--- config.mk ---
export PLATFORM = sky130hd
export DESIGN_NAME = gfau_table_fill
export DESIGN_NICKNAME = d
export VERILOG_FILES = /design/src/hdl/gfau_pkg.sv /design/src/hdl/gfau_table_fill.sv
export SDC_FILE = /design/constraint.sdc
export NUM_CORES = 1
export LEC_CHECK = 0
export BUFFER_PORTS_ARGS = -buffer_cell sky130_fd_sc_hd__buf_4
export CAP_MARGIN = 0
export CORE_ASPECT_RATIO = 0.75
export CORE_MARGIN = 2
export CORE_UTILIZATION = 49
export DETAILED_ROUTE_END_ITERATION = 6
export MAX_ROUTING_LAYER = met4
export PLACE_DENSITY = 0.75
export SYNTH_ARGS = -nofsm -noshare
export SYNTH_HDL_FRONTEND = slang
export SYNTH_SLANG_ARGS = --single-unit
--- constraint.sdc ---
create_clock -name clk_i -period 1.65 [get_ports clk_i]
set_input_delay 0.0825 -clock clk_i [delete_from_list [all_inputs] [get_ports clk_i]]
set_output_delay 0.0825 -clock clk_i [all_outputs]
set_load 0.01 [all_outputs]
--- src/hdl/gfau_pkg.sv ---
// Package for the GF(2^10) arithmetic unit: field constants, operation codes,
// payload structs and the table-fill control struct.
// Has no dependencies; every module in hdl/ except the generic RAM imports it.
package gfau_pkg;

  // Field geometry: elements are 10 bits wide, the multiplicative group has 1023 members.
  localparam int unsigned FIELD_W = 10;
  localparam int unsigned PROD_W  = 2 * FIELD_W - 1;
  localparam int unsigned TABLE_DEPTH = 1 << FIELD_W;

  // Field polynomial x^10 + x^3 + 1, full form and with the leading term dropped.
  localparam logic [PROD_W-1:0]  FIELD_POLY     = PROD_W'(19'h00409);
  localparam logic [FIELD_W-1:0] FIELD_POLY_LOW = 10'h009;

  // The group order is all ones in the field width, so 1023 - x is ~x.
  localparam logic [FIELD_W-1:0] GROUP_ORDER = 10'h3FF;
  // Last log index written by the table fill (generator power 1022).
  localparam logic [FIELD_W-1:0] LAST_IDX    = 10'd1022;
  localparam logic [FIELD_W-1:0] ELEM_ONE    = 10'd1;

  // Operation codes carried in the mode field.
  typedef enum logic [2:0] {
    MODE_ADD = 3'd0,
    MODE_MUL = 3'd1,
    MODE_INV = 3'd2,
    MODE_POW = 3'd3,
    MODE_LOG = 3'd4
  } gfau_mode_e;

  // Input transaction payload.
  typedef struct packed {
    logic [2:0]         mode;
    logic [FIELD_W-1:0] operand_a;
    logic [FIELD_W-1:0] operand_b;
  } gfau_in_t;

  // Output transaction payload.
  typedef struct packed {
    logic [FIELD_W-1:0] result;
    logic               error;
  } gfau_out_t;

  // Table-fill control: while busy, one (log, element) pair is written per cycle.
  typedef struct packed {
    logic               busy;
    logic               we;
    logic [FIELD_W-1:0] idx;
    logic [FIELD_W-1:0] elem;
  } gfau_fill_t;

  // Multiply a field element by the generator x.
  function automatic logic [FIELD_W-1:0] gfau_xtime(input logic [FIELD_W-1:0] v);
    logic [FIELD_W-1:0] sh;
    sh = {v[FIELD_W-2:0], 1'b0};
    return v[FIELD_W-1] ? (sh ^ FIELD_POLY_LOW) : sh;
  endfunction

endpackage

--- src/hdl/gfau_table_fill.sv ---
// Sequencer that fills the log and antilog tables after reset by stepping
// through the powers of the generator, one per cycle. Depends on gfau_pkg.
module gfau_table_fill (
  input  logic                 clk_i,
  input  logic                 rst_ni,
  output gfau_pkg::gfau_fill_t fill_o
);
  import gfau_pkg::*;

  logic               busy_q, busy_d;
  logic [FIELD_W-1:0] idx_q, idx_d;
  logic [FIELD_W-1:0] elem_q, elem_d;

  // Next power of the generator and the end of the sweep.
  always_comb begin
    busy_d = busy_q;
    idx_d  = idx_q;
    elem_d = elem_q;
    if (busy_q) begin
      idx_d  = idx_q + FIELD_W'(1);
      elem_d = gfau_xtime(elem_q);
      if (idx_q == LAST_IDX) begin
        busy_d = 1'b0;
      end
    end
  end

  always_ff @(posedge clk_i or negedge rst_ni) begin
    if (!rst_ni) begin
      busy_q <= 1'b1;
      idx_q  <= '0;
      elem_q <= ELEM_ONE;
    end else begin
      busy_q <= busy_d;
      idx_q  <= idx_d;
      elem_q <= elem_d;
    end
  end

  assign fill_o.busy = busy_q;
  assign fill_o.we   = busy_q;
  assign fill_o.idx  = idx_q;
  assign fill_o.elem = elem_q;

endmodule

* Word level (Yosys, flattened, before mapping)
Cells that the tools add are included.
** Word-level totals
- Bits in writable memories :: 0
- Memories kept :: 0
- Output and inout port bits :: 22
- Input port bits :: 2
- Register bits after elaboration :: 21
- Logic and storage cells :: 9
- Bits in latches :: 0
- Bits in read-only memories :: 0
** Cells by class
- Divide/modulo/power cells :: 0
- Mux-type cells :: 3
- Magnitude comparators :: 0
- Bitwise operators :: 1
- Multipliers :: 0
- Equality and inequality tests :: 1
- Reduce and logical (&&, ||, !) cells :: 0
- Shift-type cells :: 0
- Add/sub/neg operators :: 1
** Operators with widths (count)
- adder 10 x 1 -> 10 bit (second input constant) :: 1
- equality test 10 bit (second input constant) :: 1
- two-way mux 4 bit :: 1
- two-way mux 1 bit :: 2
- NOT 2 bit :: 1

* Longest topological paths before layout
Gate-level depths: netlist (run 1).
- Depth after elaboration :: 3
- Depth in mapped cells :: 4
- Gate-level depth less buffers :: 4

* Least setup slack after synthesis (run 1)
OpenSTA, ideal clock, no wires.
- Kind :: flip-flop to flip-flop
- Start :: register busy_q
- End :: register elem_q[2]
- Library setup time :: 0.125 ns
- Setup slack :: 0.341 ns
- Arrival :: 1.184 ns
- Data required time :: 1.525 ns
- Path buffers :: 2
- Clock period less this slack :: 1.309 ns
- Stages on the path, launching flop included :: 4
- Cell sequence :: dfstp_2 buf_6 buf_2 mux2_2
** RTL lines
- start: declaration :: RTL line gfau_table_fill.sv:10 : logic busy_q, busy_d;
- start signal: assignment :: RTL line gfau_table_fill.sv:34 : busy_q <= busy_d;
- end signal: assignment :: RTL line gfau_table_fill.sv:36 : elem_q <= elem_d;
- end: declaration :: RTL line gfau_table_fill.sv:12 : logic [FIELD_W-1:0] elem_q, elem_d;
No word-level cell between the ends.

* Final worst setup path (run 1)
- Start :: register busy_q
- End :: output fill_o[21] (netlist name)
** RTL lines
- end: declaration :: RTL line gfau_table_fill.sv:6 : output gfau_pkg::gfau_fill_t fill_o
No word-level cell between the ends.

==> results of run 1 <==
==> worst max-delay path, delay by kind of cell, from the launching register on <==
family                 cells  cell delay, ns
buffers and inverters      2            0.40
DFF                        1            0.59
==> metrics by stage <==
| step | setup slack [ns] | util | cell area [um^2] |
|---|---|---|---|
| finish | 0.269 | 0.642 | 1110 |
| global route | 0.184 | 0.642 | 1110 |
| CTS | 0.268 | 0.642 | 1110 |
| detailed placement | 0.348 | 0.621 | 1070 |
| global placement | 0.378 | 0.621 | 1070 |
| floorplan | 0.341 | - | 895 |
==> Yosys cell counts <==
cell type | count | area share
dfrtp_1 | 19 | 0.53
mux2_2 | 9 | 0.11
xnor2_1 | 5 | 0.049
xor2_1 | 5 | 0.049
nand2_1 | 4 | 0.017
nor2_1 | 3 | 0.013
a21oi_1 | 2 | 0.011
buf_4 | 2 | 0.017
dfstp_2 | 2 | 0.059
ha_1 | 2 | 0.028
nand3_1 | 2 | 0.011
nand4_1 | 2 | 0.014
nor3_1 | 2 | 0.011
and3_1 | 1 | 0.0070
buf_2 | 1 | 0.0056
buf_6 | 1 | 0.013
inv_1 | 1 | 0.0042
nand4_4 | 1 | 0.024
nor3b_2 | 1 | 0.014
o31a_1 | 1 | 0.0098
==> per-layer routing <==
layer,vias to the layer above,track usage
li1,275,-
met1,288,0.228
met2,15,0.265
met3,2,0.0693
met4,0,0.0513
met5,-,-
==> layout make-up <==
cell class | count | share of cell area
multi-input cells | 40 | 0.299
flip-flops and latches | 21 | 0.477
clock buffers | 4 | 0.0237
inverters | 1 | 0.00339
repair buffers | 25 | 0.172
well taps | 22 | 0.0249
==> repair_timing <==
action / in CTS / in global routing
resized for setup: 0 / 0
hold buffers: 1 / 0
endpoints found under the hold margin: 21 / 0
==> cell families (layout without fill, tap and decap cells) <==
family | count (synthesis) | after routing
buffers and inverters | 5 | 30
DFF | 21 | 21
adders and majority gates | 2 | 2
muxes | 9 | 9
AOI/OAI and AO/OA | 3 | 3
xor gates and xnor gates | 10 | 10
and+or+nand+nor | 16 | 16
==> worst max-delay path by stage <==
stage / start / end / slack, ns / cells past startpoint
final: busy_q / fill_o[21] / 0.27 / 2
after CTS: busy_q / fill_o[21] / 0.27 / 2
after floorplan: busy_q / elem_q[2] / 0.34 / 3
after global placement: busy_q / elem_q[1] / 0.38 / 2
after detailed placement: idx_q[0] / idx_q[8] / 0.35 / 4
after global routing: idx_q[1] / idx_q[8] / 0.18 / 4
==> power groups by stage <==
stage / logic [W] / clock network [W] / registers [W]
2_1_floorplan: 0.000000000179 / 0 / 0.000525
3_3_place_gp: 0.0000117 / 0 / 0.000524
3_5_place_dp: 0.0000119 / 0 / 0.000524
4_1_cts: 0.0000137 / 0.000251 / 0.000515
5_1_grt: 0.0000156 / 0.000275 / 0.000515
6_report: 0.0000130 / 0.000245 / 0.000515
==> cells in the final DEF, fill, tap and decap left out <==
cell / count
buf_4: 24
dfrtp_1: 19
mux2_2: 9
xnor2_1: 5
xor2_1: 5
nand2_1: 4
nor2_1: 3
clkbuf_4: 3
nand4_1: 2
nand3_1: 2
a21oi_1: 2
nor3_1: 2
ha_1: 2
dfstp_2: 2
inv_1: 1
o31a_1: 1
and3_1: 1
nor3b_2: 1
nand4_4: 1
clkbuf_1: 1
dlygate4sd3_1: 1
==> state kept, by name, summed over array words and instances, names as in the netlist <==
name / count
elem_q: 10
idx_q: 10
busy_q: 1
==> results.md, run 1 <==
- Status: completed
- Met2 Wirelength: ~770 um
- Worst path cell trace: buf_4 > buf_4
- Xor and xnor area share after synthesis: 0.0979
- Drt drc: 0
- Hold Fails Final Rpt: 0
- Port Buffers: 23
- H-tree depth: 1
- Yosys cell types: 20
- Placed Cells: ~110
- CP max stage delay: ~0.6 ns
- Setup violators final: 0
- Wire length of the first global-routing pass: around 2.5 mm
- Fraction of layout cells with a size suffix above 1: 0.440
- Warnings from Yosys: 0
- Power per Cell Area: about 700 nW/um^2
- First-pass detailed-route iteration total: 4
- Overall power: roughly 0.00077 W
- Final #Nets: 96
- R2R Setup Slk: approximately 0.28 ns
- CTS tree: built
- Main combinational cell family by area after synthesis: multiplexers
- CP arrival: 1.30 ns
- Synth Area in Simple Gates: 0.110
- Mean area per synthesized cell: ~14 um^2
- RR Startpoint: idx_q[1]
- Core Area: ~1700 um^2
- Sequential share of the synthesized area: 0.590
- Slowest cell on the critical path: dfstp_2
- Fin crit period: roughly 1.4 ns
- Initial antenna violation count: 0
- Fin cells: around 110
- Chip Width: 53.3 um
- Worst-margin pin slew: about 0.26 ns
- Die height: slightly above 40 um
- IO Pins: 24
- Peak Freq: 724 MHz
- Largest net degree at the start of global routing: 22
- Area grow syn2layout: 23.8%
- Total wire length: ~1.6 mm
- Complex-gate fraction of the synthesized area: 0.0210
- Fillcell total: around 150
- Post-Synth Adder-Cell Area: 0.0280
- Worst-path fanout max: 17
- Post-Syn Instances: 66
- Register area: roughly 530 um^2
- Via count: between 500 and 600
- HP Class: in -> async
- Post-CTS setup buffer count: 0
- Slew margin rel.: 0.826
- Multi-input logic area: ~330 um^2
- Worst skew pair latency: 0.30 ns
- DR iter-0 viols: 7
- ANT cells: 0
- CTS clk-pin slew, worst paths: between 0.1 and 0.15 ns
- Period utilisation layout: 0.837
- Post-Syn Nets: 70
- CP Capture Type: output port
- VDD IR max: roughly 800 uV
- ANT nets after route: 0
- CP Launch Type: flop
- Clk buf depth: 2
- WHS: 0.205 ns
- Top sig layer: met4
- Cell count of the worst reg-to-reg path: 4
- Worst r2r dst: idx_q[8]
- Most used cell along the critical path: buf_4
- Via/cell ratio: roughly 5.1
- RSZ-0062 raised after global routing: no
- Met3 wire length: around 65 um
- Clock Skew: ~0.0035 ns
- Sw power: between 0.00015 and 0.0002 W
- Sequential power share: 0.666
- Synthesis-stage register bit count: 21
- Max_cap viols: 0
- Gr usage total: 0.178
- Clock sinks: 21
- Rows: 13
- Sw Share: 0.208
- Wire per inst: ~14 um
- Initial core utilization: 0.519
- WP data required: 1.57 ns
- Grt ovf: 0
- DRT met1 WL: between 700 and 800 um
- CTS Buf Count: 3
- Internal power: approximately 0.00061 W
- Clk pwr share: 0.317
- Kind of critical path: reg -> out
- Die ar.: approximately 2200 um^2
- Clock root cell: clkbuf_4
- Multiplexer share of the synthesized area: 0.113
- Final TNS setup: 0 ns
- Leakage: ~0.59 nW
- RePlAce Congestion: ~0.74
- Gate power share: 0.017
- Synth Cell Area: between 800 and 900 um^2
- Final slew viol count: 0
- Vias in the first global route: ~530
- HPWL after DPL: 1.13 mm
Power figures use the tool's default switching activity.
==> run 2, diff against run 1 <==
--- a/config.mk
+++ b/config.mk
@@ -9,10 +9,10 @@
 export CAP_MARGIN = 0
 export CORE_ASPECT_RATIO = 0.75
 export CORE_MARGIN = 2
-export CORE_UTILIZATION = 49
+export CORE_UTILIZATION = 45
 export DETAILED_ROUTE_END_ITERATION = 6
 export MAX_ROUTING_LAYER = met4
-export PLACE_DENSITY = 0.75
+export PLACE_DENSITY = 0.73
 export SYNTH_ARGS = -nofsm -noshare
 export SYNTH_HDL_FRONTEND = slang
 export SYNTH_SLANG_ARGS = --single-unit
==> constraint.sdc (replaced) <==
create_clock -name clk_i -period 1.2 [get_ports clk_i]
set_input_delay 0.06 -clock clk_i [delete_from_list [all_inputs] [get_ports clk_i]]
set_output_delay 0.06 -clock clk_i [all_outputs]
set_load 0.01 [all_outputs]
==> run 2 against run 1 <==
The flow now finishes with violations (negative setup slack). Register-to-register slack worse by 0.35 ns. Global-route usage is 1.3 points lower. Combinational power is 38% higher. Hold slack worse by 0.059 ns. Cell count is 8.0% higher. Core utilization is 7.4 points higher. Critical path depth is 1 higher. Cell area is 17% higher. Total power is 37% higher. Via count is 7.2% higher. First-iteration DRC count is 14% higher. Critical path type is now reg -> reg. Critical endpoint is now idx_q[8]. Largest cell class unchanged. Largest power group unchanged.
==> results.md, run 2 (synthesis results as in run 1) <==
- CP Launch Type: flop (unchanged)
- WHS: 0.146 ns (was 0.205 ns)
- Worst skew pair latency: 0.31 ns (was 0.30 ns)
- Wire per inst: 15.8 um (was 14.5 um)
- Chip Width: 55.5 um (was 53.3 um)
- Final slew viol count: 0 (unchanged)
- M1 GR Usage: 0.220 (was 0.228)
- Slowest cell on the critical path: dfstp_2 (unchanged)
- DR iter-0 viols: 8 (was 7)
- Port Buffers: 23 (unchanged)
- Sequential power share: 0.666 (about the same)
- Grt peak-use layer: met2 (unchanged)
- Placed cell areas: 1130 um^2 (was 1070 um^2)
- Sw power: 0.000226 W (was 0.000161 W)
- RSZ-0062 raised after global routing: yes (was no)
- Grt ovf: 0 (unchanged)
- Post-route setup slack: -0.0720 ns (was 0.269 ns)
- Most common cell after layout, fill and taps aside: buf_4 (unchanged)
- Sw Share: 0.212 (was 0.208)
- Dpl ws: -0.0352 ns (was 0.348 ns)
- R2R Setup Slk: -0.07 ns (was 0.28 ns)
- First-pass detailed-route iteration total: 4 (unchanged)
- Clk buf depth: 2 (unchanged)
- Fraction of layout cells with a size suffix above 1: 0.600 (was 0.440)
- HP Class: in -> async (unchanged)
- ANT cells: 0 (unchanged)
- Total wire length: 1.93 mm (was 1.63 mm)
- Most frequent cells in the layout: 26 x buf_4, 17 x dfrtp_1 (was 24 x buf_4, 19 x dfrtp_1, 9 x mux2_2)
- VDD IR max: 684 uV (was 802 uV)
- CP Capture Type: flop (was output port)
- Met2 Use GR: 0.233 (was 0.265)
- Fin crit period: around 1.3 ns
- Final TNS setup: -0.427 ns (was 0 ns)
- CP max stage delay: 0.65 ns (was 0.59 ns)
- Via/cell ratio: 5.10 (was 5.13)
- Final #Nets: 105 (was 96)
- Failing checks: negative setup slack
- CTS tree: built (unchanged)
- Initial antenna violation count: 0 (unchanged)
- Largest net degree at the start of global routing: 22 (unchanged)
- Worst-margin pin slew: 0.354 ns (was 0.261 ns)
- Clock Skew: 0.0169 ns (was 0.00354 ns)
- Power per Cell Area: 821 nW/um^2 (was 698 nW/um^2)
- Period utilisation layout: 1.06
- Worst path cell trace: and3_4 > nor3b_2 > xor2_1 (was buf_4 > buf_4)
- Kind of critical path: reg -> reg (was reg -> out)
- RePlAce Congestion: 0.842 (was 0.736)
- Fin area: 1290 um^2 (was 1110 um^2)
- Gr usage total: 0.165 (was 0.178)
- Slew margin rel.: 0.764 (was 0.826)
- ANT nets after route: 0 (unchanged)
- Area grow syn2layout: 44.6% (was 23.8%)
- H-tree depth: 1 (unchanged)
- Vias in the first global route: 551 (was 529)
- Status: finished, violations left (was completed)
- Fillcell total: 126 (was 146)
- Clock sinks: 21 (unchanged)
- Largest regs: elem_q x10, idx_q x10, busy_q x1 (unchanged)
- Internal power: 0.000836 W (was 0.000612 W)
- Leakage: 0.668 nW (was 0.592 nW)
- Initial core utilization: 0.495 (was 0.519)
- CTS clk-pin slew, worst paths: 0.12 ns (was 0.11 ns)
- Max_cap viols: 0 (unchanged)
- CTS Buf Count: 3 (unchanged)
- Rows: 13 (unchanged)
- Gate power share: 0.017 (about the same)
- Die height: 42.6 um (was 41.0 um)
- Drt drc: 0 (unchanged)
- Wire length of the first global-routing pass: 2.78 mm (was 2.51 mm)
- Setup violators final: 15 (was 0)
- IO Pins: 24 (unchanged)
- Worst-path fanout max: 5 (was 17)
- CP arrival: 1.50 ns (was 1.30 ns)
- Met3 Resource Use GR: 0.0586 (was 0.0693)
- Via count: 622 (was 580)
- Clock root cell: clkbuf_4 (unchanged)
- Hold Fails Final Rpt: 0 (unchanged)
- Cell count of the worst reg-to-reg path: 3 (was 4)
- WP data required: 1.43 ns (was 1.57 ns)
- Core Area: 1810 um^2 (was 1720 um^2)
- HPWL after DPL: 1.23 mm (was 1.13 mm)
- Peak Freq: approximately 790 MHz
- Die ar.: 2360 um^2 (was 2190 um^2)
- Clk pwr share: 0.317 (about the same)
-- run 2: changes by cell type in the layout (fill, tap and decap cells not counted), moves of 2 or more --
cell,delta
dfrtp_1,-2
mux2_4,+4
nor3_1,-2
mux2_2,-4
buf_6,+5
dfrtp_2,+2
buf_4,+2
ha_1,-2
-- run 2: through the flow --
| stage | cells | total power (W) | utilization |
|---|---|---|---|
| final | 122 | 0.00106 | 0.717 |
| after global routing | 122 | 0.00113 | 0.717 |
| after CTS | 117 | 0.00108 | 0.655 |
| after detailed placement | 112 | 0.000738 | 0.629 |
| after global placement | 112 | 0.000737 | 0.629 |
| after floorplan | 66 | 0.000721 | - |
-- run 2: timing repair --
action / 4_1_cts / 5_1_grt
pin swaps: 2 / 5
setup endpoints to repair: 10 / 16
hold buffers: 1 / 0
endpoints found under the hold margin: 21 / 0
buffers inserted: 0 / 4
gates cloned: 0 / 1
gates resized for setup: 2 / 14
-- run 2: critical path, delay by kind of cell (launching register included) --
kind	cells	cell delay (ns)
XOR/XNOR	1	0.16
flip-flops	1	0.65
AND/OR/NAND/NOR	2	0.39
-- run 2: metal layers --
layer / wire (um) / part of all wire
met1: 868 / 0.45
met2: 933 / 0.48
met3: 107 / 0.055
met4: 19 / 0.0098
met5: 0 / 0
-- run 2: area by class of cell --
cell class | instances | area [um^2] | area share
clock inverters | 1 | 5.00 | 0.00387
clock buffers | 3 | 22.5 | 0.0174
repair buffers | 34 | 307 | 0.237
multi-input cells | 40 | 395 | 0.306
flip-flops and latches | 21 | 531 | 0.410
inverters | 1 | 6.26 | 0.00484
well taps | 22 | 27.5 | 0.0213
-- run 2: path summary, 6_finish.rpt --
check	to	startpoint
hold reg to reg	idx_q[8]	idx_q[8]
min in group clk_i	idx_q[8]	idx_q[8]
max in group asynchronous	elem_q[0]	rst_ni
setup / recovery	idx_q[8]	busy_q
setup reg to reg	idx_q[8]	busy_q
hold / removal	elem_q[3]	rst_ni
-- run 2: power by group through the flow --
| stage | registers (W) | clock network, W | logic, W |
|---|---|---|---|
| after floorplan | 0.000721 | 0 | 0.000000000176 |
| after global placement | 0.000721 | 0 | 0.0000161 |
| after detailed placement | 0.000721 | 0 | 0.0000164 |
| after CTS | 0.000708 | 0.000351 | 0.0000188 |
| after global routing | 0.000708 | 0.000397 | 0.0000211 |
| final | 0.000708 | 0.000336 | 0.0000179 |
