[config.mk]
export PLATFORM = sky130hd
export DESIGN_NAME = gfau_mul
export DESIGN_NICKNAME = d
export VERILOG_FILES = /design/src/hdl/gfau_pkg.sv /design/src/hdl/gfau_mul.sv
export SDC_FILE = /design/constraint.sdc
export NUM_CORES = 1
export LEC_CHECK = 0
export BUFFER_PORTS_ARGS = -buffer_cell sky130_fd_sc_hd__buf_4
export CAP_MARGIN = 20
export CORE_AREA = 2 2 57 59
export DETAILED_ROUTE_END_ITERATION = 7
export DIE_AREA = 0 0 59 61
export GPL_TIMING_DRIVEN = 0
export PLACE_DENSITY = 0.71
export SYNTH_ARGS = -nofsm -noshare
export SYNTH_HDL_FRONTEND = slang
export SYNTH_SLANG_ARGS = --single-unit
[constraint.sdc]
create_clock -name vclk -period 2.01
set_clock_uncertainty 0.05 [all_clocks]
set_input_delay 0.1005 -clock vclk [all_inputs]
set_output_delay 0.1005 -clock vclk [all_outputs]
set_load 0.005 [all_outputs]
[src/hdl/gfau_pkg.sv]
// Package for the GF(2^10) arithmetic unit: field constants, operation codes,
// payload structs and the table-fill control struct.
// Has no dependencies; every module in hdl/ except the generic RAM imports it.
package gfau_pkg;

  // Field geometry: elements are 10 bits wide, the multiplicative group has 1023 members.
  localparam int unsigned FIELD_W = 10;
  localparam int unsigned PROD_W  = 2 * FIELD_W - 1;
  localparam int unsigned TABLE_DEPTH = 1 << FIELD_W;

  // Field polynomial x^10 + x^3 + 1, full form and with the leading term dropped.
  localparam logic [PROD_W-1:0]  FIELD_POLY     = PROD_W'(19'h00409);
  localparam logic [FIELD_W-1:0] FIELD_POLY_LOW = 10'h009;

  // The group order is all ones in the field width, so 1023 - x is ~x.
  localparam logic [FIELD_W-1:0] GROUP_ORDER = 10'h3FF;
  // Last log index written by the table fill (generator power 1022).
  localparam logic [FIELD_W-1:0] LAST_IDX    = 10'd1022;
  localparam logic [FIELD_W-1:0] ELEM_ONE    = 10'd1;

  // Operation codes carried in the mode field.
  typedef enum logic [2:0] {
    MODE_ADD = 3'd0,
    MODE_MUL = 3'd1,
    MODE_INV = 3'd2,
    MODE_POW = 3'd3,
    MODE_LOG = 3'd4
  } gfau_mode_e;

  // Input transaction payload.
  typedef struct packed {
    logic [2:0]         mode;
    logic [FIELD_W-1:0] operand_a;
    logic [FIELD_W-1:0] operand_b;
  } gfau_in_t;

  // Output transaction payload.
  typedef struct packed {
    logic [FIELD_W-1:0] result;
    logic               error;
  } gfau_out_t;

  // Table-fill control: while busy, one (log, element) pair is written per cycle.
  typedef struct packed {
    logic               busy;
    logic               we;
    logic [FIELD_W-1:0] idx;
    logic [FIELD_W-1:0] elem;
  } gfau_fill_t;

  // Multiply a field element by the generator x.
  function automatic logic [FIELD_W-1:0] gfau_xtime(input logic [FIELD_W-1:0] v);
    logic [FIELD_W-1:0] sh;
    sh = {v[FIELD_W-2:0], 1'b0};
    return v[FIELD_W-1] ? (sh ^ FIELD_POLY_LOW) : sh;
  endfunction

endpackage

[src/hdl/gfau_mul.sv]
// Combinational GF(2^10) multiplier: carry-less product reduced by x^10 + x^3 + 1.
// Depends on gfau_pkg.
module gfau_mul (
  input  logic [gfau_pkg::FIELD_W-1:0] a_i,
  input  logic [gfau_pkg::FIELD_W-1:0] b_i,
  output logic [gfau_pkg::FIELD_W-1:0] p_o
);
  import gfau_pkg::*;

  logic [PROD_W-1:0] prod;

  always_comb begin
    prod = '0;
    // Partial products: one shifted copy of a for each set bit of b.
    for (int i = 0; i < FIELD_W; i++) begin
      if (b_i[i]) begin
        prod = prod ^ (PROD_W'(a_i) << i);
      end
    end
    // Reduction from the top bit down to bit 10.
    for (int i = PROD_W - 1; i >= FIELD_W; i--) begin
      if (prod[i]) begin
        prod = prod ^ (FIELD_POLY << (i - FIELD_W));
      end
    end
  end

  assign p_o = prod[FIELD_W-1:0];

endmodule

# --- Yosys cells after proc, flatten, opt, wreduce, memory -nomap -nowiden ---
# Index checks and enable logic that the tools add are counted.
word_totals:
  regBits: 0
  input_bits: 20
  output_inout_bits: 10
  word_cells: 37
classes:
  n_mux: 19
  bitwise: 18
op_table:
  columns: ["cell", "n"]
  rows:
  - ["2-to-1 mux 19 bit", 9]
  - ["2-to-1 mux 10 bit", 2]
  - ["bitwise XOR 19 x 12 -> 19 bit", 1]
  - ["bitwise XOR 19 x 13 -> 19 bit", 1]
  - ["bitwise XOR 19 x 14 -> 19 bit", 1]
  - ["bitwise XOR 19 x 15 -> 19 bit", 1]
  - ["bitwise XOR 19 x 16 -> 19 bit", 1]
  - ["bitwise XOR 19 x 17 -> 19 bit", 1]
  - ["bitwise XOR 19 x 18 -> 19 bit", 1]
  - ["bitwise XOR 19 bit", 1]
  - ["inverter 2 bit", 9]
  - ["2-to-1 mux 12 bit", 1]
  - ["2-to-1 mux 11 bit", 1]
  - ["bitwise XOR 10 x 11 -> 11 bit", 1]
  - ["2-to-1 mux 9 bit", 1]
  - ["2-to-1 mux 8 bit", 1]
  - ["2-to-1 mux 7 bit", 1]
  - ["2-to-1 mux 6 bit", 1]
  - ["2-to-1 mux 5 bit", 1]
  - ["2-to-1 mux 4 bit", 1]

# --- Longest topological paths before layout ---
# Gate-level depths: netlist of run 1.
logic_depth:
  ltp_word: 37
  mapped_depth: 6
  ltp_nobuf: 5

# --- Least setup slack after synthesis of run 1 ---
# No wires, ideal clock.
synth_timing:
  path_type: "input -> output"
  start: "in a_i[1] (netlist name)"
  end: "out p_o[3] (netlist name)"
  t_arrival_ns: 1.440
  required_time_ns: 1.859
  path_slack_ns: 0.420
  path_stages: 6
  path_buffers: 1
  path_cell_list: "buf_2 nand2_1 xor2_1 xnor2_1 xnor3_1 xnor3_1"
synth_via:
  elab_chain_cells: 27
  word_cells_on_any_way: 28
  cone_classes: "mux (17); bitwise (11)"
synth_lines:
  columns: ["item", "line_no", "rtl"]
  rows:
  - ["start: declaration", "gfau_mul.sv:4", "input logic [gfau_pkg::FIELD_W-1:0] a_i,"]
  - ["bitwise XOR 19 x 12 -> 19 bit", "gfau_mul.sv:17", "prod = prod ^ (PROD_W'(a_i) << i);"]
  - ["2-to-1 mux 19 bit", "gfau_mul.sv:16", "if (b_i[i]) begin"]
  - ["bitwise XOR 19 x 13 -> 19 bit", "gfau_mul.sv:17", null]
  - ["2-to-1 mux 19 bit", "gfau_mul.sv:16", null]
  - ["bitwise XOR 19 x 14 -> 19 bit", "gfau_mul.sv:17", null]
  - ["2-to-1 mux 19 bit", "gfau_mul.sv:16", null]
  - ["bitwise XOR 19 x 15 -> 19 bit", "gfau_mul.sv:17", null]
  - ["2-to-1 mux 19 bit", "gfau_mul.sv:16", null]
  - ["[11 not listed]", null, null]
  - ["2-to-1 mux 9 bit", "gfau_mul.sv:22", "if (prod[i]) begin"]
  - ["2-to-1 mux 8 bit", "gfau_mul.sv:22", null]
  - ["inverter 2 bit (no line)", null, null]
  - ["2-to-1 mux 7 bit", "gfau_mul.sv:22", null]
  - ["2-to-1 mux 6 bit", "gfau_mul.sv:22", null]
  - ["2-to-1 mux 5 bit", "gfau_mul.sv:22", null]
  - ["inverter 2 bit (no line)", null, null]
  - ["2-to-1 mux 4 bit (*)", "gfau_mul.sv:22", null]
  - ["end: declaration", "gfau_mul.sv:6", "output logic [gfau_pkg::FIELD_W-1:0] p_o"]
# Every way passes the cells marked *; elsewhere a longest branch is shown, timed or not.

# --- Worst setup path in the final report of run 1 ---
layout_timing:
  start: "in a_i[0] (netlist name)"
  end: "out p_o[6] (netlist name)"
layout_via:
  elab_chain_cells: 16
layout_lines:
  columns: ["item", "line_no"]
  rows:
  - ["bitwise XOR 19 x 16 -> 19 bit (*)", "gfau_mul.sv:17"]
  - ["2-to-1 mux 19 bit (*)", "gfau_mul.sv:16"]
  - ["bitwise XOR 19 x 17 -> 19 bit", "gfau_mul.sv:17"]
  - ["2-to-1 mux 19 bit (*)", "gfau_mul.sv:16"]
  - ["bitwise XOR 19 x 18 -> 19 bit", "gfau_mul.sv:17"]
  - ["2-to-1 mux 19 bit (*)", "gfau_mul.sv:16"]
  - ["bitwise XOR 19 bit", "gfau_mul.sv:17"]
  - ["2-to-1 mux 19 bit (*)", "gfau_mul.sv:16"]
  - ["2-to-1 mux 12 bit (*)", "gfau_mul.sv:22"]
  - ["2-to-1 mux 11 bit (*)", "gfau_mul.sv:22"]
  - ["inverter 2 bit (no line)", null]
  - ["2-to-1 mux 10 bit (*)", "gfau_mul.sv:22"]
  - ["2-to-1 mux 9 bit (*)", "gfau_mul.sv:22"]
  - ["2-to-1 mux 8 bit (*)", "gfau_mul.sv:22"]
  - ["inverter 2 bit (no line)", null]
  - ["2-to-1 mux 7 bit (*)", "gfau_mul.sv:22"]
# Marks and branches as above.

==> impl_metrics.env, run 1 <==
export IMPL_hpwl_um=2291
export IMPL_drt_iter0_drc=32
export IMPL_hold_start="b_i[0]"
export IMPL_port_buffers=13
export IMPL_gp_congestion=0.8248
export IMPL_grt_pass1_vias=1142
export IMPL_startpoint="a_i[0]"
export IMPL_path_class="input port to output port"
export IMPL_io_pins=30
export IMPL_grt_pass1_wl_um=5540
export IMPL_fp_coreArea_um2=2953
export IMPL_worstMarginPinSlew_ns=0.5181
export IMPL_fin_tns_setup_ns=0
export IMPL_grt_met1_usage=0.2798
export IMPL_yosysWarnings=0
export IMPL_dp_slack_ns=0.1589
export IMPL_cp_max_fo=10
export IMPL_num_vias=1293
export IMPL_synth_distinct_cells=9
export IMPL_yosys_top_cells_area="xnor2_1 (38%), nand2_1 (27%), xnor3_1 (14%)"
export IMPL_n_clock_buffer=0
export IMPL_row_count=20
export IMPL_grt_busiest_layer="met2"
export IMPL_final_net_count=246
export IMPL_routed_wl_um=3246
export IMPL_rsz0062_at_grt="false"
export IMPL_worst_ir_drop_vdd_mv=0.3331
export IMPL_report_final_slew_viol_count=0
export IMPL_antenna_found_initial=0
export IMPL_status="complete, no violations"
export IMPL_maxSlewHeadroom=0.6546
export IMPL_synth_top_cell_area_share=0.3785
export IMPL_finalHoldViolations=0
export IMPL_synth_top_area_cell="xnor2_1"
export IMPL_start_kind="input port"
export IMPL_min_period_ns=1.852
export IMPL_hp_class="input port to output port"
export IMPL_finalPower_uw=902.1
export IMPL_arrival_ns=1.70
export IMPL_viasPerCell=5.031
export IMPL_wl_per_cell_um=12.63
export IMPL_netlist_area_um2=1411
export IMPL_yosysSeqAreaShare=0
export IMPL_post_cts_repair_setup_buffers=0
export IMPL_met2_usage=0.3540
export IMPL_drv_cap=0
export IMPL_worstPathRequired_ns=1.86
export IMPL_power_density_nw_per_um2=581.9
export IMPL_fmaxAchievable_mhz=539.9
export IMPL_crit_chain="buf_1 > nand2_1 > xnor3_1 > xnor3_1 > xnor2_1 > xnor2_1 > buf_4"
export IMPL_layout_drive_gt1_share=0.1473
export IMPL_grt_start_max_net_pins=11
export IMPL_yosys_top_cells_count="nand2_1 (100), xnor2_1 (61), xor2_1 (20)"
export IMPL_postCtsHoldBufs=0
export IMPL_fin_crit_sh=0.9214
export IMPL_syn_area_per_cell_um2=6.689
export IMPL_die_area_um2=3599
export IMPL_finalSetupViolCount=0
export IMPL_endpoint_kind="output port"
export IMPL_grt_usage=0.1981
export IMPL_drc_errors=0
export IMPL_slowest_stage="xnor3_1"
export IMPL_critPathMaxStageDelay_ns=0.43
export IMPL_die_x_um=59
export IMPL_start_util=0.4780
export IMPL_yosysMostFrequentCell="nand2_1"
export IMPL_use_met3=0.002132
export IMPL_drtAntennaViolNets=0
export IMPL_hold_slack_ns=0.6056
export IMPL_seqCellArea_um2=0
export IMPL_design_seq_count=0
export IMPL_syn2layout_area_growth_pct=9.841
export IMPL_setup_ws_ns=0.1579
export IMPL_synth_nets=231
export IMPL_leakage_uw=0.0007191
export IMPL_synthCells=211
export IMPL_antennaDiodeCount=0
export IMPL_gr_total_overflow=0
export IMPL_die_y_um=61
export IMPL_firstDrtPassIters=4
power breakdown:
| group | switching [uW] | internal [uW] |
|---|---|---|
| registers | 0 | 0 |
| logic | 362 | 540 |
| clock network | 0 | 0 |
| total | 362 | 540 |
cell families (layout without fill, tap and decap cells):
logic type | count (synthesis) | after routing | synth area share
xor+xnor | 91 | 91 | 0.6578
buf+inv | 20 | 33 | 0.07624
simple gates | 100 | 100 | 0.2660
critical path: cells and delay by family:
kind | cells | cell delay, ns
buffers and inverters | 2 | 0.52
AND/OR/NAND/NOR | 1 | 0.11
XOR/XNOR | 4 | 0.97
metrics by stage:
stage,utilization,cell area (um^2),std cells
floorplan,-,1411,211
global placement,0.5250,1550,257
detailed placement,0.5250,1550,257
CTS,0.5250,1550,257
global route,0.5250,1550,257
finish,0.5250,1550,257
layout by cell type, fill, tap and decap left out:
| cell | count |
|---|---|
| nand2_1 | 100 |
| xnor2_1 | 61 |
| xor2_1 | 20 |
| buf_2 | 17 |
| buf_4 | 14 |
| xnor3_1 | 9 |
| buf_6 | 1 |
| buf_1 | 1 |
| xnor2_2 | 1 |
timing repair:
item | in CTS | in global routing
endpoints found under the hold margin | 0 | 0
resized for setup | 0 | 1
setup endpoints to repair | 0 | 1
layout make-up:
class / instances / area, um^2
Tap cell: 33 / 41.29
Multi-Input combinational cell: 191 / 1304
Fill cell: 316 / 1403
Buffer: 20 / 107.6
Timing Repair Buffer: 13 / 97.59
routing by layer:
| layer | routed length, um | share of wire | up-vias |
|---|---|---|---|
| met5 | 0 | 0 | - |
| met4 | 0 | 0 | 0 |
| met3 | 207 | 0.064 | 0 |
| met2 | 1560 | 0.48 | 40 |
| met1 | 1478 | 0.46 | 605 |
| li1 | - | - | 648 |
path summary, 6_finish.rpt:
path     end  depth (start not counted)
min   p_o[0]                          4
max   p_o[6]                          7
Note: power is estimated with default switching activity, not from simulation.
==> run 2: changes to the inputs <==
ABC_AREA = 1   (was unset)
CORE_AREA = 2 2 69 71   (was 2 2 57 59)
DIE_AREA = 0 0 71 73   (was 0 0 59 61)
PLACE_DENSITY = 0.69   (was 0.71)
==> impl_metrics.env, run 2 <==
export IMPL_status="complete, no violations"
export IMPL_synth_top_cell_area_share=0.4728
export IMPL_min_period_ns=1.583
export IMPL_routed_wl_um=5991
export IMPL_synth_top_area_cell="nand2_1"
export IMPL_layout_drive_gt1_share=0.1049
export IMPL_grt_pass1_wl_um=10160
export IMPL_hp_class="input port to output port"
export IMPL_final_common_cell="nand2_1"
export IMPL_yosys_top_cells_count="nand2_1 (269), nand3_1 (53), inv_1 (41)"
export IMPL_drv_cap=0
export IMPL_dp_cells=540
export IMPL_antennaDiodeCount=0
export IMPL_rsz0062_at_grt="false"
export IMPL_yosysMostFrequentCell="nand2_1"
export IMPL_fillCellCount=518
export IMPL_start_util=0.4709
export IMPL_port_buffers=28
export IMPL_finalPower_uw=817.0
export IMPL_finalSetupViolCount=0
export IMPL_fin_tns_setup_ns=0
export IMPL_die_area_um2=5183
export IMPL_postCtsHoldBufs=0
export IMPL_yosysSeqAreaShare=0
export IMPL_wl_per_cell_um=11.09
export IMPL_dp_slack_ns=0.4504
export IMPL_n_clock_buffer=0
export IMPL_finalHoldViolations=0
export IMPL_leakage_uw=0.001528
export IMPL_start_kind="input port"
export IMPL_fin_crit_sh=0.7873
export IMPL_worstMarginPinSlew_ns=0.2774
export IMPL_grt_pass1_vias=2333
export IMPL_gp_congestion=0.8296
export IMPL_maxSlewHeadroom=0.8138
export IMPL_cp_max_fo=10
export IMPL_synth_distinct_cells=15
export IMPL_setup_ws_ns=0.4274
export IMPL_synth_nets=478
export IMPL_netlist_area_um2=2136
export IMPL_syn2layout_area_growth_pct=13.01
export IMPL_syn_area_per_cell_um2=4.663
export IMPL_report_final_slew_viol_count=0
export IMPL_viasPerCell=4.980
export IMPL_hpwl_um=4518
export IMPL_worstPathRequired_ns=1.86
export IMPL_firstDrtPassIters=4
export IMPL_final_cell_mix="nand2_1 (269), nand3_1 (53), inv_1 (41), buf_4 (34), xnor2_1 (32)"
export IMPL_worst_ir_drop_vdd_mv=0.1582
export IMPL_num_vias=2689
export IMPL_yosys_top_cells_area="nand2_1 (47%), xnor2_1 (13%), nand3_1 (12%)"
export IMPL_drc_errors=0
export IMPL_m1WireLength_um=2715
export IMPL_die_y_um=73
export IMPL_post_cts_repair_setup_buffers=0
export IMPL_grt_usage=0.2369
export IMPL_grt_start_max_net_pins=11
export IMPL_die_x_um=71
export IMPL_stdcell_count=540
export IMPL_fp_coreArea_um2=4536
export IMPL_io_pins=30
export IMPL_postCtsResizedCells=0
export IMPL_fmaxAchievable_mhz=631.9
export IMPL_yosysWarnings=0
export IMPL_final_net_count=508
export IMPL_top_layer_used="met4"
export IMPL_synthCells=458
export IMPL_antenna_found_initial=0
export IMPL_dr_wl_met3_um=413
export IMPL_row_count=25
export IMPL_seqCellArea_um2=0
export IMPL_design_seq_count=0
export IMPL_arrival_ns=1.43
export IMPL_gr_total_overflow=0
export IMPL_path_class="input port to output port"
export IMPL_power_density_nw_per_um2=338.5
export IMPL_endpoint_kind="output port"
export IMPL_drt_iter0_drc=230
export IMPL_wl_met2_um=2774
export IMPL_drtAntennaViolNets=0
[run 2: cell types whose count changed after synthesis, sizes merged, moves of 2 or more]
cell / previous run / this run
xor2: 20 / 24
inv: 0 / 41
xnor2: 62 / 32
nor2: 0 / 10
nand3b: 0 / 2
nand2: 100 / 272
nand3: 0 / 53
xnor3: 9 / 0
[run 2: per-stage QoR]
stage | hold slack, ns | area (um^2) | util
6_report | 0.7749 | 2414 | 0.5321
5_1_grt | 0.8359 | 2414 | 0.5321
4_1_cts | 0.7715 | 2414 | 0.5321
3_5_place_dp | 0.7685 | 2414 | 0.5321
3_3_place_gp | 0.7666 | 2414 | 0.5321
2_1_floorplan | 0.4665 | 2136 | -
[run 2: power by group]
group / switching (uW) / total, uW / leakage (uW) / internal [uW]
combinational: 472 / 817 / 0.00153 / 345
sequential: 0 / 0 / 0 / 0
clock: 0 / 0 / 0 / 0
[run 2: final timing paths]
check / startpoint / to / slack (ns) / depth (start not counted)
setup / recovery: b_i[3] / p_o[0] / 0.43 / 12
hold / removal: b_i[0] / p_o[0] / 0.77 / 6
[run 2: kinds of logic (layout without fill, tap and decap cells)]
family	count (synthesis)	in the layout	share of synthesized area
AOI/OAI and AO/OA	1	1	0.002341
xor gates and xnor gates	56	56	0.2296
buffers and inverters	61	89	0.1289
and+or+nand+nor	340	340	0.6391
[run 2: cell type report]
cell class         count  area, um^2  area share
plain buffers         20       121.4     0.05029
repair buffers        28       210.2     0.08709
well taps             54       67.56     0.02799
inverters             41       153.9     0.06376
multi-input cells    397        1861      0.7709
[run 2: metal layers]
metal | track usage | up-vias
met2 | 0.4247 | 90
li1 | - | 1435
met5 | 0 | -
met3 | 0.01796 | 8
met1 | 0.3185 | 1156
met4 | 0.03145 | 0
[run 2: critical path, cell delays in order]
cell	delay (ns)
buf_4	0.10
buf_2	0.23
nand2_1	0.10
xnor2_1	0.22
nand3_1	0.10
nand2_1	0.12
inv_1	0.05
nand2_1	0.10
nand2_1	0.08
nand2_1	0.06
nand2_1	0.05
buf_4	0.13
==> run 3: changes to the inputs <==
clock period = 1.64 ns   (was 2.01 ns; I/O delays follow)
==> impl_metrics.env, run 3 (synthesis gave the netlist of run 2 again) <==
export IMPL_fin_tns_setup_ns=0
export IMPL_drv_cap=0
export IMPL_io_pins=30
export IMPL_finalPower_uw=1021
export IMPL_gp_congestion=0.8296
export IMPL_fmaxAchievable_mhz=663.5
export IMPL_fillCellCount=514
export IMPL_worstMarginPinSlew_ns=0.2742
export IMPL_layout_drive_gt1_share=0.1222
export IMPL_viasPerCell=4.942
export IMPL_report_final_slew_viol_count=0
export IMPL_routed_wl_um=6049
export IMPL_leakage_uw=0.001541
export IMPL_n_clock_buffer=0
export IMPL_worst_ir_drop_vdd_mv=0.1941
export IMPL_row_count=25
export IMPL_maxSlewHeadroom=0.8159
export IMPL_hold_slack_ns=0.7307
export IMPL_grt_start_max_net_pins=11
export IMPL_die_y_um=73
export IMPL_final_net_count=505
export IMPL_final_common_cell="nand2_1"
export IMPL_num_vias=2654
export IMPL_seqCellArea_um2=0
export IMPL_wl_per_cell_um=11.26
export IMPL_setup_ws_ns=0.1328
export IMPL_start_util=0.4709
export IMPL_port_buffers=28
export IMPL_cp_max_fo=10
export IMPL_startpoint="b_i[3]"
export IMPL_grt_pass1_wl_um=10160
export IMPL_antenna_found_initial=0
export IMPL_endpoint_kind="output port"
export IMPL_worstPathRequired_ns=1.51
export IMPL_drc_errors=0
export IMPL_path_class="input port to output port"
export IMPL_hpwl_um=4518
export IMPL_postCtsHoldBufs=0
export IMPL_dp_slack_ns=0.1174
export IMPL_status="complete, no violations"
export IMPL_min_period_ns=1.507
export IMPL_gr_total_overflow=0
export IMPL_arrival_ns=1.38
export IMPL_start_kind="input port"
export IMPL_hp_class="input port to output port"
export IMPL_drtAntennaViolNets=0
export IMPL_firstDrtPassIters=5
export IMPL_antennaDiodeCount=0
export IMPL_crit_end="p_o[0]"
export IMPL_die_area_um2=5183
export IMPL_finalHoldViolations=0
export IMPL_syn2layout_area_growth_pct=15.70
export IMPL_die_x_um=71
export IMPL_grt_pass1_vias=2333
export IMPL_design_seq_count=0
export IMPL_fin_crit_sh=0.9190
export IMPL_drt_iter0_drc=171
export IMPL_post_cts_repair_setup_buffers=0
export IMPL_power_density_nw_per_um2=413.0
export IMPL_fp_coreArea_um2=4536
export IMPL_grt_usage=0.2369
export IMPL_final_cell_mix="nand2_1 (261), nand3_1 (53), inv_1 (41), buf_4 (31), xnor2_1 (30)"
export IMPL_finalSetupViolCount=0
## run 3: cell types whose count changed in the layout (fill, tap and decap cells not counted), sizes merged
cell    previous run  this run
buf               48        38
clkbuf             0         7
## run 3: critical path, stage by stage
cell and delay, ns:
buf_4 0.10, clkbuf_4 0.21, nand2_1 0.08, xnor2_1 0.21
nand3_1 0.10, nand2_1 0.12, inv_1 0.05, nand2_1 0.10
nand2_1 0.08, nand2_1 0.06, nand2_1 0.05, buf_4 0.13
## run 3: stage by stage
stage / area [um^2] / utilization / cells
2_1_floorplan: 2136 / - / 458
3_3_place_gp: 2414 / 0.5321 / 540
3_5_place_dp: 2414 / 0.5321 / 540
4_1_cts: 2414 / 0.5321 / 540
5_1_grt: 2471 / 0.5448 / 537
6_report: 2471 / 0.5448 / 537
## run 3: power by group
part / internal [uW] / switching, uW / leakage, uW
Combinational: 435 / 585 / 0.00154
Clock: 0 / 0 / 0
Sequential: 0 / 0 / 0
## run 3: metal layers
| metal | vias to the layer above | GRT usage | share of wire |
|---|---|---|---|
| li1 | 1432 | - | - |
| met5 | - | 0 | 0 |
| met4 | 0 | 0.03145 | 0.0098 |
| met3 | 6 | 0.01796 | 0.071 |
| met2 | 77 | 0.4247 | 0.47 |
| met1 | 1139 | 0.3185 | 0.45 |
## run 3: cell type report
type	count	area [um^2]	share of cell area
Inverter	41	153.9	0.06228
Timing Repair Buffer	28	210.2	0.08506
Buffer	17	141.4	0.05722
Tap cell	54	67.56	0.02734
Multi-Input combinational cell	397	1898	0.7681
## run 3: timing repair
| action | CTS | global route |
|---|---|---|
| endpoints found under the setup margin | 0 | 7 |
| hold endpoints to repair | 0 | 0 |
| resized for setup | 0 | 24 |
## run 3: worst min path at each step
stage	start	endpoint	depth (start not counted)
final	b_i[0]	p_o[0]	6
after detailed placement	a_i[0]	p_o[0]	6
after floorplan	b_i[0]	p_o[0]	4
after global placement	a_i[0]	p_o[0]	6
after global routing	b_i[0]	p_o[0]	6
after CTS	a_i[0]	p_o[0]	6
